$ cat config.mk
export PLATFORM = sky130hd
export DESIGN_NAME = bmp24_pixel_stream_parser
export DESIGN_NICKNAME = d
export VERILOG_FILES = /design/src/rtl/bpp_pkg.sv /design/src/rtl/bpp_fifo.sv /design/src/rtl/bpp_front.sv /design/src/rtl/bpp_back.sv /design/src/rtl/bmp24_pixel_stream_parser.sv
export SDC_FILE = /design/constraint.sdc
export NUM_CORES = 1
export LEC_CHECK = 0
export ABC_CLOCK_PERIOD_IN_PS = 16000
export BUFFER_PORTS_ARGS = -buffer_cell sky130_fd_sc_hd__buf_4
export CAP_MARGIN = 10
export CELL_PAD_IN_SITES_DETAIL_PLACEMENT = 1
export CELL_PAD_IN_SITES_GLOBAL_PLACEMENT = 1
export CORE_ASPECT_RATIO = 0.9
export CORE_MARGIN = 2
export CORE_UTILIZATION = 45
export CTS_CLUSTER_SIZE = 28
export DETAILED_ROUTE_END_ITERATION = 8
export MAX_ROUTING_LAYER = met4
export PLACE_DENSITY = 0.72
export SLEW_MARGIN = 20
export SYNTH_ARGS = -nofsm -noshare
export SYNTH_HDL_FRONTEND = slang
export SYNTH_SLANG_ARGS = --single-unit
$ cat constraint.sdc
create_clock -name clk -period 16 [get_ports clk]
set_input_delay 1.6 -clock clk [delete_from_list [all_inputs] [get_ports clk]]
set_output_delay 1.6 -clock clk [all_outputs]
set_load 0.05 [all_outputs]
$ cat src/rtl/bpp_pkg.sv
`timescale 1ns / 1ps
// ----------------------------------------------------------------------------
// bpp_pkg: shared types and constants of the 24-bit bitmap stream parser
// Header layout offsets, the front-to-back command word, the result word.
// ----------------------------------------------------------------------------
package bpp_pkg;

  localparam int HDR_W        = 6;
  localparam int DIM_OFFSET   = 18;
  localparam int PIXEL_OFFSET = 54;
  localparam int QDEPTH       = 2;
  localparam int QPTR_W       = $clog2(QDEPTH);
  localparam int QCNT_W       = $clog2(QDEPTH + 1);

  // header byte offsets
  localparam logic [HDR_W-1:0] WID_FIRST_OFS = HDR_W'(DIM_OFFSET);
  localparam logic [HDR_W-1:0] HGT_FIRST_OFS = HDR_W'(DIM_OFFSET + 4);
  localparam logic [HDR_W-1:0] HGT_END_OFS   = HDR_W'(DIM_OFFSET + 8);
  localparam logic [HDR_W-1:0] CHECK_OFS     = HDR_W'(DIM_OFFSET + 7);
  localparam logic [HDR_W-1:0] LAST_HDR_OFS  = HDR_W'(PIXEL_OFFSET - 1);

  typedef enum logic [1:0] {
    FPH_HEADER,
    FPH_STREAM,
    FPH_DONE
  } front_phase_t;

  typedef enum logic [1:0] {
    BPH_IDLE,
    BPH_PIXELS,
    BPH_PAD
  } back_phase_t;

  typedef enum logic {
    CMD_PIX,
    CMD_ERR
  } cmd_t;

  // control part of a command word
  typedef struct packed {
    cmd_t cmd;
    logic new_img;   // first pixel-area byte of a new image
  } mid_ctl_t;

  typedef struct packed {
    logic [7:0]  blue;
    logic [7:0]  green;
    logic [7:0]  red;
    logic [11:0] column;
    logic [11:0] row;
    logic [12:0] image_width;
    logic [12:0] image_height;
    logic        last_pixel;
    logic        size_error;
  } result_t;

endpackage

$ cat src/rtl/bpp_fifo.sv
`timescale 1ns / 1ps
// ----------------------------------------------------------------------------
// bpp_fifo: small register queue
// QDEPTH entries of W bits; no write while full, no read while empty.
// ----------------------------------------------------------------------------
module bpp_fifo
  import bpp_pkg::*;
#(
  parameter int W = 8
) (
  input  logic         clk,
  input  logic         rst_n,
  input  logic         wr_en,
  input  logic [W-1:0] wr_data,
  output logic         full,
  input  logic         rd_en,
  output logic [W-1:0] rd_data,
  output logic         empty
);

  logic [W-1:0]      mem_r [QDEPTH];
  logic [QPTR_W-1:0] wr_ptr_r, wr_ptr_nxt;
  logic [QPTR_W-1:0] rd_ptr_r, rd_ptr_nxt;
  logic [QCNT_W-1:0] cnt_r, cnt_nxt;
  logic              do_wr, do_rd;

  assign full    = (cnt_r == QCNT_W'(QDEPTH));
  assign empty   = (cnt_r == '0);
  assign do_wr   = wr_en && !full;
  assign do_rd   = rd_en && !empty;
  assign rd_data = mem_r[rd_ptr_r];

  always_comb begin
    wr_ptr_nxt = wr_ptr_r;
    rd_ptr_nxt = rd_ptr_r;
    cnt_nxt    = cnt_r;
    if (do_wr) begin
      wr_ptr_nxt = (wr_ptr_r == QPTR_W'(QDEPTH - 1)) ? '0 : wr_ptr_r + 1'b1;
    end
    if (do_rd) begin
      rd_ptr_nxt = (rd_ptr_r == QPTR_W'(QDEPTH - 1)) ? '0 : rd_ptr_r + 1'b1;
    end
    if (do_wr && !do_rd) begin
      cnt_nxt = cnt_r + 1'b1;
    end else if (do_rd && !do_wr) begin
      cnt_nxt = cnt_r - 1'b1;
    end
  end

  always_ff @(posedge clk) begin
    if (!rst_n) begin
      wr_ptr_r <= '0;
      rd_ptr_r <= '0;
      cnt_r    <= '0;
    end else begin
      wr_ptr_r <= wr_ptr_nxt;
      rd_ptr_r <= rd_ptr_nxt;
      cnt_r    <= cnt_nxt;
    end
  end

  always_ff @(posedge clk) begin
    if (do_wr) begin
      mem_r[wr_ptr_r] <= wr_data;
    end
  end

endmodule

$ cat src/rtl/bpp_front.sv
`timescale 1ns / 1ps
// ----------------------------------------------------------------------------
// bpp_front: header parser
// Tracks the byte offset, assembles width and height, checks them and
// forwards pixel-area bytes (or one error command) to the back end.
// ----------------------------------------------------------------------------
module bpp_front
  import bpp_pkg::*;
#(
  parameter int MAX_DIM = 4096,
  parameter int DIM_W   = 13
) (
  input  logic             clk,
  input  logic             rst_n,
  input  logic             push,
  input  logic [7:0]       data_byte,
  input  logic             file_start,
  input  logic             mid_full,
  output logic             mid_push,
  output mid_ctl_t         mid_ctl,
  output logic [7:0]       mid_data,
  output logic [DIM_W-1:0] mid_width,
  output logic [DIM_W-1:0] mid_height
);

  front_phase_t     phase_r, phase_nxt;
  logic [HDR_W-1:0] header_offset_r, header_offset_nxt;
  logic [31:0]      width_shift_r, width_shift_nxt;
  logic [31:0]      height_shift_r, height_shift_nxt;
  logic             first_r, first_nxt;

  always_comb begin
    front_phase_t     ph;
    logic [HDR_W-1:0] off;
    logic [31:0]      wsh;
    logic [31:0]      hsh;
    logic             bad;

    phase_nxt         = phase_r;
    header_offset_nxt = header_offset_r;
    width_shift_nxt   = width_shift_r;
    height_shift_nxt  = height_shift_r;
    first_nxt         = first_r;
    mid_push          = 1'b0;
    mid_ctl.cmd       = CMD_PIX;
    mid_ctl.new_img   = first_r;
    mid_data          = data_byte;
    mid_width         = width_shift_r[DIM_W-1:0];
    mid_height        = height_shift_r[DIM_W-1:0];

    // a start flag restarts parsing at offset 0
    ph  = file_start ? FPH_HEADER : phase_r;
    off = file_start ? '0 : header_offset_r;
    wsh = file_start ? '0 : width_shift_r;
    hsh = file_start ? '0 : height_shift_r;
    bad = 1'b0;

    if (push && !mid_full) begin
      case (ph)
        FPH_HEADER: begin
          if (off >= WID_FIRST_OFS && off < HGT_FIRST_OFS) begin
            wsh = {data_byte, wsh[31:8]};
          end else if (off >= HGT_FIRST_OFS && off < HGT_END_OFS) begin
            hsh = {data_byte, hsh[31:8]};
          end
          bad = (wsh == '0) || (wsh > 32'(MAX_DIM)) ||
                (hsh == '0) || (hsh > 32'(MAX_DIM));
          width_shift_nxt  = wsh;
          height_shift_nxt = hsh;
          phase_nxt        = FPH_HEADER;
          if (off == CHECK_OFS && bad) begin
            mid_push          = 1'b1;
            mid_ctl.cmd       = CMD_ERR;
            phase_nxt         = FPH_DONE;
            header_offset_nxt = off;
          end else if (off == LAST_HDR_OFS) begin
            phase_nxt         = FPH_STREAM;
            header_offset_nxt = '0;
            first_nxt         = 1'b1;
          end else begin
            header_offset_nxt = off + 1'b1;
          end
        end
        FPH_STREAM: begin
          mid_push  = 1'b1;
          first_nxt = 1'b0;
        end
        default: begin
          phase_nxt = FPH_DONE;
        end
      endcase
    end
  end

  always_ff @(posedge clk) begin
    if (!rst_n) begin
      phase_r         <= FPH_HEADER;
      header_offset_r <= '0;
      width_shift_r   <= '0;
      height_shift_r  <= '0;
      first_r         <= 1'b0;
    end else begin
      phase_r         <= phase_nxt;
      header_offset_r <= header_offset_nxt;
      width_shift_r   <= width_shift_nxt;
      height_shift_r  <= height_shift_nxt;
      first_r         <= first_nxt;
    end
  end

endmodule

$ cat src/rtl/bpp_back.sv
`timescale 1ns / 1ps
// ----------------------------------------------------------------------------
// bpp_back: pixel assembler
// Groups pixel-area bytes into BGR triples, counts columns and rows, skips
// row padding and builds the result words.
// ----------------------------------------------------------------------------
module bpp_back
  import bpp_pkg::*;
#(
  parameter int DIM_W = 13
) (
  input  logic             clk,
  input  logic             rst_n,
  input  logic             mid_empty,
  output logic             mid_pop,
  input  mid_ctl_t         mid_ctl,
  input  logic [7:0]       mid_data,
  input  logic [DIM_W-1:0] mid_width,
  input  logic [DIM_W-1:0] mid_height,
  input  logic             out_full,
  output logic             out_push,
  output result_t          out_word
);

  back_phase_t      bph_r, bph_nxt;
  logic [DIM_W-1:0] column_r, column_nxt;
  logic [DIM_W-1:0] row_r, row_nxt;
  logic [1:0]       byte_in_pixel_r, byte_in_pixel_nxt;
  logic [1:0]       pad_r, pad_nxt;
  logic [7:0]       held_blue_r, held_blue_nxt;
  logic [7:0]       held_green_r, held_green_nxt;

  always_comb begin
    back_phase_t      ph;
    logic [DIM_W-1:0] col;
    logic [DIM_W-1:0] rw;
    logic [1:0]       bip;
    logic             row_end;
    logic             last;

    bph_nxt           = bph_r;
    column_nxt        = column_r;
    row_nxt           = row_r;
    byte_in_pixel_nxt = byte_in_pixel_r;
    pad_nxt           = pad_r;
    held_blue_nxt     = held_blue_r;
    held_green_nxt    = held_green_r;
    out_push          = 1'b0;
    out_word          = '0;
    mid_pop           = !mid_empty && !out_full;

    ph  = mid_ctl.new_img ? BPH_PIXELS : bph_r;
    col = mid_ctl.new_img ? '0 : column_r;
    rw  = mid_ctl.new_img ? '0 : row_r;
    bip = mid_ctl.new_img ? '0 : byte_in_pixel_r;
    row_end = ((DIM_W + 1)'(col) + 1'b1) >= (DIM_W + 1)'(mid_width);
    last    = row_end && (((DIM_W + 1)'(rw) + 1'b1) >= (DIM_W + 1)'(mid_height));

    if (mid_pop) begin
      if (mid_ctl.cmd == CMD_ERR) begin
        out_push            = 1'b1;
        out_word.size_error = 1'b1;
        bph_nxt             = BPH_IDLE;
      end else begin
        bph_nxt           = ph;
        column_nxt        = col;
        row_nxt           = rw;
        byte_in_pixel_nxt = bip;
        case (ph)
          BPH_PAD: begin
            if (pad_r != 2'd0) begin
              pad_nxt = pad_r - 1'b1;
            end
            if (pad_r <= 2'd1) begin
              bph_nxt = BPH_PIXELS;
            end
          end
          BPH_PIXELS: begin
            if (bip == 2'd0) begin
              held_blue_nxt     = mid_data;
              byte_in_pixel_nxt = 2'd1;
            end else if (bip == 2'd1) begin
              held_green_nxt    = mid_data;
              byte_in_pixel_nxt = 2'd2;
            end else begin
              out_push              = 1'b1;
              out_word.blue         = held_blue_r;
              out_word.green        = held_green_r;
              out_word.red          = mid_data;
              out_word.column       = 12'(col);
              out_word.row          = 12'(rw);
              out_word.image_width  = 13'(mid_width);
              out_word.image_height = 13'(mid_height);
              out_word.last_pixel   = last;
              byte_in_pixel_nxt     = 2'd0;
              if (!row_end) begin
                column_nxt = col + 1'b1;
              end else begin
                column_nxt = '0;
                if (last) begin
                  bph_nxt = BPH_IDLE;
                end else begin
                  row_nxt = rw + 1'b1;
                  // row padding in bytes equals width mod 4 for 3-byte pixels
                  pad_nxt = mid_width[1:0];
                  if (mid_width[1:0] != 2'd0) begin
                    bph_nxt = BPH_PAD;
                  end
                end
              end
            end
          end
          default: begin
            bph_nxt = BPH_IDLE;
          end
        endcase
      end
    end
  end

  always_ff @(posedge clk) begin
    if (!rst_n) begin
      bph_r           <= BPH_IDLE;
      column_r        <= '0;
      row_r           <= '0;
      byte_in_pixel_r <= '0;
      pad_r           <= '0;
    end else begin
      bph_r           <= bph_nxt;
      column_r        <= column_nxt;
      row_r           <= row_nxt;
      byte_in_pixel_r <= byte_in_pixel_nxt;
      pad_r           <= pad_nxt;
    end
  end

  always_ff @(posedge clk) begin
    held_blue_r  <= held_blue_nxt;
    held_green_r <= held_green_nxt;
  end

  // a result is only produced from a command actually taken
  a_push_needs_pop: assert property (@(posedge clk) disable iff (!rst_n)
    out_push |-> mid_pop)
    else $error("result pushed without consuming a command");

  // the last pixel of an image leaves the assembler idle
  a_last_goes_idle: assert property (@(posedge clk) disable iff (!rst_n)
    (out_push && out_word.last_pixel) |=> (bph_r == BPH_IDLE))
    else $error("assembler not idle after last pixel");

  // byte position within a pixel stays in 0..2
  a_bip_range: assert property (@(posedge clk) disable iff (!rst_n)
    byte_in_pixel_r != 2'd3)
    else $error("byte_in_pixel out of range");

  // padding phase always has bytes left to skip
  a_pad_nonzero: assert property (@(posedge clk) disable iff (!rst_n)
    (bph_r == BPH_PAD) |-> (pad_r != 2'd0))
    else $error("padding phase with zero pad count");

endmodule

$ cat src/rtl/bmp24_pixel_stream_parser.sv
`timescale 1ns / 1ps
// Path: byte -> command queue -> assembler -> result queue (empty low).
// Throughput: one byte per cycle unless full stalls it, set by the one-word-per-cycle
// command queue between parser and assembler and the result queue behind it.
// Reset: synchronous, active low; clears both queues and all parse state; the
// first byte after reset counts as offset 0 even without file_start.
// ----------------------------------------------------------------------------
// bmp24_pixel_stream_parser: 24-bit BMP byte stream to pixel words
// Front end parses the 54-byte header (width, height, size check); a two-entry
// command queue feeds the back end, which assembles BGR pixels, tracks column
// and row, skips row padding and writes a two-entry result queue.
// ----------------------------------------------------------------------------
module bmp24_pixel_stream_parser
  import bpp_pkg::*;
#(
  parameter int MAX_DIM = 4096
) (
  input  logic        clk,
  input  logic        rst_n,
  // byte input queue side
  input  logic        push,
  output logic        full,
  input  logic [7:0]  in_data_byte,
  input  logic        in_file_start,
  // pixel word queue side
  output logic        empty,
  input  logic        pop,
  output logic [7:0]  out_blue,
  output logic [7:0]  out_green,
  output logic [7:0]  out_red,
  output logic [11:0] out_column,
  output logic [11:0] out_row,
  output logic [12:0] out_image_width,
  output logic [12:0] out_image_height,
  output logic        out_last_pixel,
  output logic        out_size_error
);

  // dimensions that pass the check fit in DIM_W bits; at least 2 for pad math
  localparam int DIM_RAW = $clog2(MAX_DIM + 1);
  localparam int DIM_W   = (DIM_RAW < 2) ? 2 : DIM_RAW;
  localparam int MID_W   = $bits(mid_ctl_t) + 8 + 2 * DIM_W;
  localparam int RES_W   = $bits(result_t);

  logic             mid_push, mid_full, mid_pop, mid_empty;
  mid_ctl_t         f_ctl, b_ctl;
  logic [7:0]       f_data, b_data;
  logic [DIM_W-1:0] f_width, f_height, b_width, b_height;
  logic [MID_W-1:0] mid_wr, mid_rd;

  logic             res_push, res_full;
  result_t          res_wr, res_rd;

  // The front takes a byte whenever the command queue has room, even for
  // header bytes that produce no command.
  assign full = mid_full;

  bpp_front #(
    .MAX_DIM (MAX_DIM),
    .DIM_W   (DIM_W)
  ) u_front (
    .clk        (clk),
    .rst_n      (rst_n),
    .push       (push),
    .data_byte  (in_data_byte),
    .file_start (in_file_start),
    .mid_full   (mid_full),
    .mid_push   (mid_push),
    .mid_ctl    (f_ctl),
    .mid_data   (f_data),
    .mid_width  (f_width),
    .mid_height (f_height)
  );

  assign mid_wr = {f_ctl, f_data, f_width, f_height};
  assign {b_ctl, b_data, b_width, b_height} = mid_rd;

  bpp_fifo #(
    .W (MID_W)
  ) u_cmd_q (
    .clk     (clk),
    .rst_n   (rst_n),
    .wr_en   (mid_push),
    .wr_data (mid_wr),
    .full    (mid_full),
    .rd_en   (mid_pop),
    .rd_data (mid_rd),
    .empty   (mid_empty)
  );

  bpp_back #(
    .DIM_W (DIM_W)
  ) u_back (
    .clk        (clk),
    .rst_n      (rst_n),
    .mid_empty  (mid_empty),
    .mid_pop    (mid_pop),
    .mid_ctl    (b_ctl),
    .mid_data   (b_data),
    .mid_width  (b_width),
    .mid_height (b_height),
    .out_full   (res_full),
    .out_push   (res_push),
    .out_word   (res_wr)
  );

  // result queue decouples the assembler from the consumer's pop
  bpp_fifo #(
    .W (RES_W)
  ) u_res_q (
    .clk     (clk),
    .rst_n   (rst_n),
    .wr_en   (res_push),
    .wr_data (res_wr),
    .full    (res_full),
    .rd_en   (pop),
    .rd_data (res_rd),
    .empty   (empty)
  );

  assign out_blue         = res_rd.blue;
  assign out_green        = res_rd.green;
  assign out_red          = res_rd.red;
  assign out_column       = res_rd.column;
  assign out_row          = res_rd.row;
  assign out_image_width  = res_rd.image_width;
  assign out_image_height = res_rd.image_height;
  assign out_last_pixel   = res_rd.last_pixel;
  assign out_size_error   = res_rd.size_error;

endmodule

==> impl_metrics.ini <==
[outcome]
status = completed

[global_routing]
grtUsageMet1 = 0.3009
grt-busiest-layer = met2
grt_pass1_vias = 9825
grt_start_max_net_pins = 93
use_met2 = 0.3291
grt_pass1_wl_um = 56710
antenna_found_initial = 0
grt_util_met3 = 0.03006
grt.overflow.total = 0
gr-usage-all-layers = 0.2151

[synthesis]
synth_common_cells = edfxtp_1 (240), nor2_1 (156), dfxtp_1 (115)
synth_area_mm2 = 0.01518
synth-xor-area-share = 0.01616
synth.top_cell.area_share = 0.4748
syn_nets = 1255
synthDistinctLibCells = 68
synth_flop_cell = edfxtp_1
synth_area_leader_cell = edfxtp_1
synth_warnings = 0
synth_top_family_by_area = simple AND/OR/NAND/NOR gates
synth_cells = 1206
synth_mux_area_frac = 0.08845
synth_compound_area_frac = 0.09018
synth_sequential_area_ratio = 0.6265
yosys.area_share.adder = 0.02968
avgSynthCellArea_um2 = 12.59
synth_edf_count = 240
async_flop_share = 0
synth-simple-area-share = 0.1287
ys_ff_latch = 355
synth_most_common_cell = edfxtp_1
synthTopCellsByArea = edfxtp_1 (47%), dfxtp_1 (15%), mux2_2 (6.6%), nor2_1 (3.9%), a22oi_1 (3.6%)

[clock_tree]
clk_path_buf_depth = 3
clk_pin_slew_ps = 60
numCtsBuffers = 38
holdBufCountCts = 0
htree_levels = 2
cts_tree = yes
cts-root-buf = clkbuf_16
cts_resized = 0
postCtsSetupRepairBufs = 0
clk_latency_ps = 540
cts_sinks = 355

[worst_setup_path]
arrival_ps = 5210
worstSetupEndpointType = flop
required_ps = 16450
worst_setup_path_start_kind = flop
critPathMaxFanout = 24
critPathKind = reg2reg

[detailed_routing]
route.vias.total = 9928
ant_nets = 0
drt_iter0_markers = 641
route.detailed.drc = 0
wirelength_um = 36920
wl_per_cell_um = 21.23
avgViaCountPerCell = 5.709
dr.pass1.iters = 6

[place]
place_congestion = 0.8849
io_buffers = 90
hpwl_um = 24700

[power]
power_frac_comb = 0.291
internal_power_uw = 1857
swShare = 0.3436
p_leak_uw = 0.006269
switching_power_uw = 972.5
p_clk_frac = 0.300
power_density_mw_per_mm2 = 161.7
ir_drop_mv = 0.09787
p_seq_frac = 0.409

[floorplan]
die_h_um = 178.2
core_area_mm2 = 0.03311
die_area_mm2 = 0.03522
die_w_um = 197.6
io_pins = 91
rows = 63
start_util = 0.4585

[sta]
finClkSkew_ps = 20.49
grt_setup_unrepaired = false
tightest_slew_ps = 1044
post-route-period-util = 0.2974
holdWs_ps = 473.0
hold_viol_final = 0
finalMaxSlewViolations = 0
slew_headroom = 0.3001
fin_crit_ps = 4759
clock.fmax_mhz = 210.1
tns_ps = 0
setup_violations = 0

[cells_and_area]
nNetsFinal = 1339
regArea_mm2 = 0.009514
antennaDiodeCount = 0
multi_input_area_mm2 = 0.005394
final_layout_size_suffix_gt1_frac = 0.2111
area_delta_synth_final_pct = 15.32
fillers = 3346

[flow_run]
cap_violations = 0

[hold_path]
hold_path.class = reg2reg
power by group through the flow:
stage	clock network, µW	registers (µW)	logic, µW
finish	848	1160	824
global route	901	1170	868
CTS	865	1160	833
detailed placement	0	1180	828
global placement	0	1170	824
floorplan	0	1170	601
state kept, by name (all words and copies together) (netlist names), 2 cells and up, named ones only:
signal	flops
u_back.bph_r	2
u_cmd_q.cnt_r	2
u_back.row_r	13
u_back.held_green_r	8
u_front.header_offset_r	6
u_back.column_r	13
u_cmd_q.mem_r	72
u_res_q.mem_r	152
u_res_q.cnt_r	2
u_front.width_shift_r	32
u_back.held_blue_r	8
u_back.byte_in_pixel_r	2
u_front.phase_r	2
u_front.height_shift_r	32
u_back.pad_r	2
cells by family after synthesis:
group | Yosys count
DFF | 355
AOI/OAI and AO/OA | 195
buffers and inverters | 81
and+or+nand+nor | 388
adders and majority gates | 36
xor gates and xnor gates | 28
muxes | 123
critical path, cell delays in order (launching register included):
cell and delay, ps:
edfxtp_1 390, mux2i_1 160, buf_4 280, and2_1 230, ha_1 240, and3_1 240, nand4_1 240, nor2_1 290
nand3_1 130, xor2_1 160, nor2_1 150, ha_1 260, o21a_1 180, o221ai_1 190, o211ai_1 160, a21oi_2 360
nand2_1 280, or4_1 580, a31oi_1 160
final timing paths:
kind | start | to | slack [ps] | depth (start not counted)
worst max register to register | u_cmd_q.mem_r[1][34] | u_back.row_r[5] | 11240 | 18
worst max-delay path | u_cmd_q.mem_r[1][34] | u_back.row_r[5] | 11240 | 18
worst min-delay path | u_back.bph_r[1] | u_back.bph_r[1] | 470 | 2
worst min register to register | u_back.bph_r[1] | u_back.bph_r[1] | 470 | 2
cells in the final DEF, fill, tap and decap left out, types with 8 or more instances in the layout:
cell / Yosys / routed
nor2_1: 156 / 155
a21oi_1: 24 / 24
mux2_2: 89 / 89
o21ai_0: 25 / 25
nand2_1: 49 / 49
ha_1: 36 / 36
or4_1: 10 / 10
nand4_1: 13 / 13
clkbuf_1: 50 / 8
xnor2_1: 9 / 9
and2_1: 63 / 61
a22oi_1: 73 / 73
a31oi_1: 10 / 10
nor3_1: 14 / 13
edfxtp_1: 240 / 240
nand3_1: 22 / 22
clkbuf_16: 0 / 38
dfxtp_1: 115 / 113
o21a_1: 8 / 8
xor2_1: 19 / 19
nor4_1: 10 / 10
inv_1: 18 / 18
o211ai_1: 9 / 9
clkinv_2: 0 / 8
mux2i_1: 34 / 34
buf_4: 1 / 105
routing by layer:
| metal | vias to the layer above | routed length (µm) |
|---|---|---|
| met5 | - | 0 |
| met4 | 0 | 781 |
| met3 | 48 | 1328 |
| met2 | 197 | 16870 |
| met1 | 5020 | 17930 |
| li1 | 4663 | - |
cell type report:
cell class	instances	share of cell area
clock inverters	21	0.01180
repair buffers	106	0.04618
well taps	422	0.03017
clock buffers	46	0.05604
multi-input cells	770	0.3082
inverters	19	0.004075
flip-flops and latches	355	0.5436
through the flow:
stage | instances | total power [µW] | utilization | cell area (µm²) | worst slack [ps]
2_1_floorplan | 1206 | 1774 | - | 15180 | 10210
3_3_place_gp | 1671 | 1992 | 0.4922 | 16290 | 11480
3_5_place_dp | 1671 | 2007 | 0.4922 | 16290 | 11280
4_1_cts | 1738 | 2858 | 0.5280 | 17480 | 11270
5_1_grt | 1739 | 2937 | 0.5287 | 17500 | 10780
6_report | 1739 | 2830 | 0.5287 | 17500 | 11240
(Power assumes the default switching activity.)
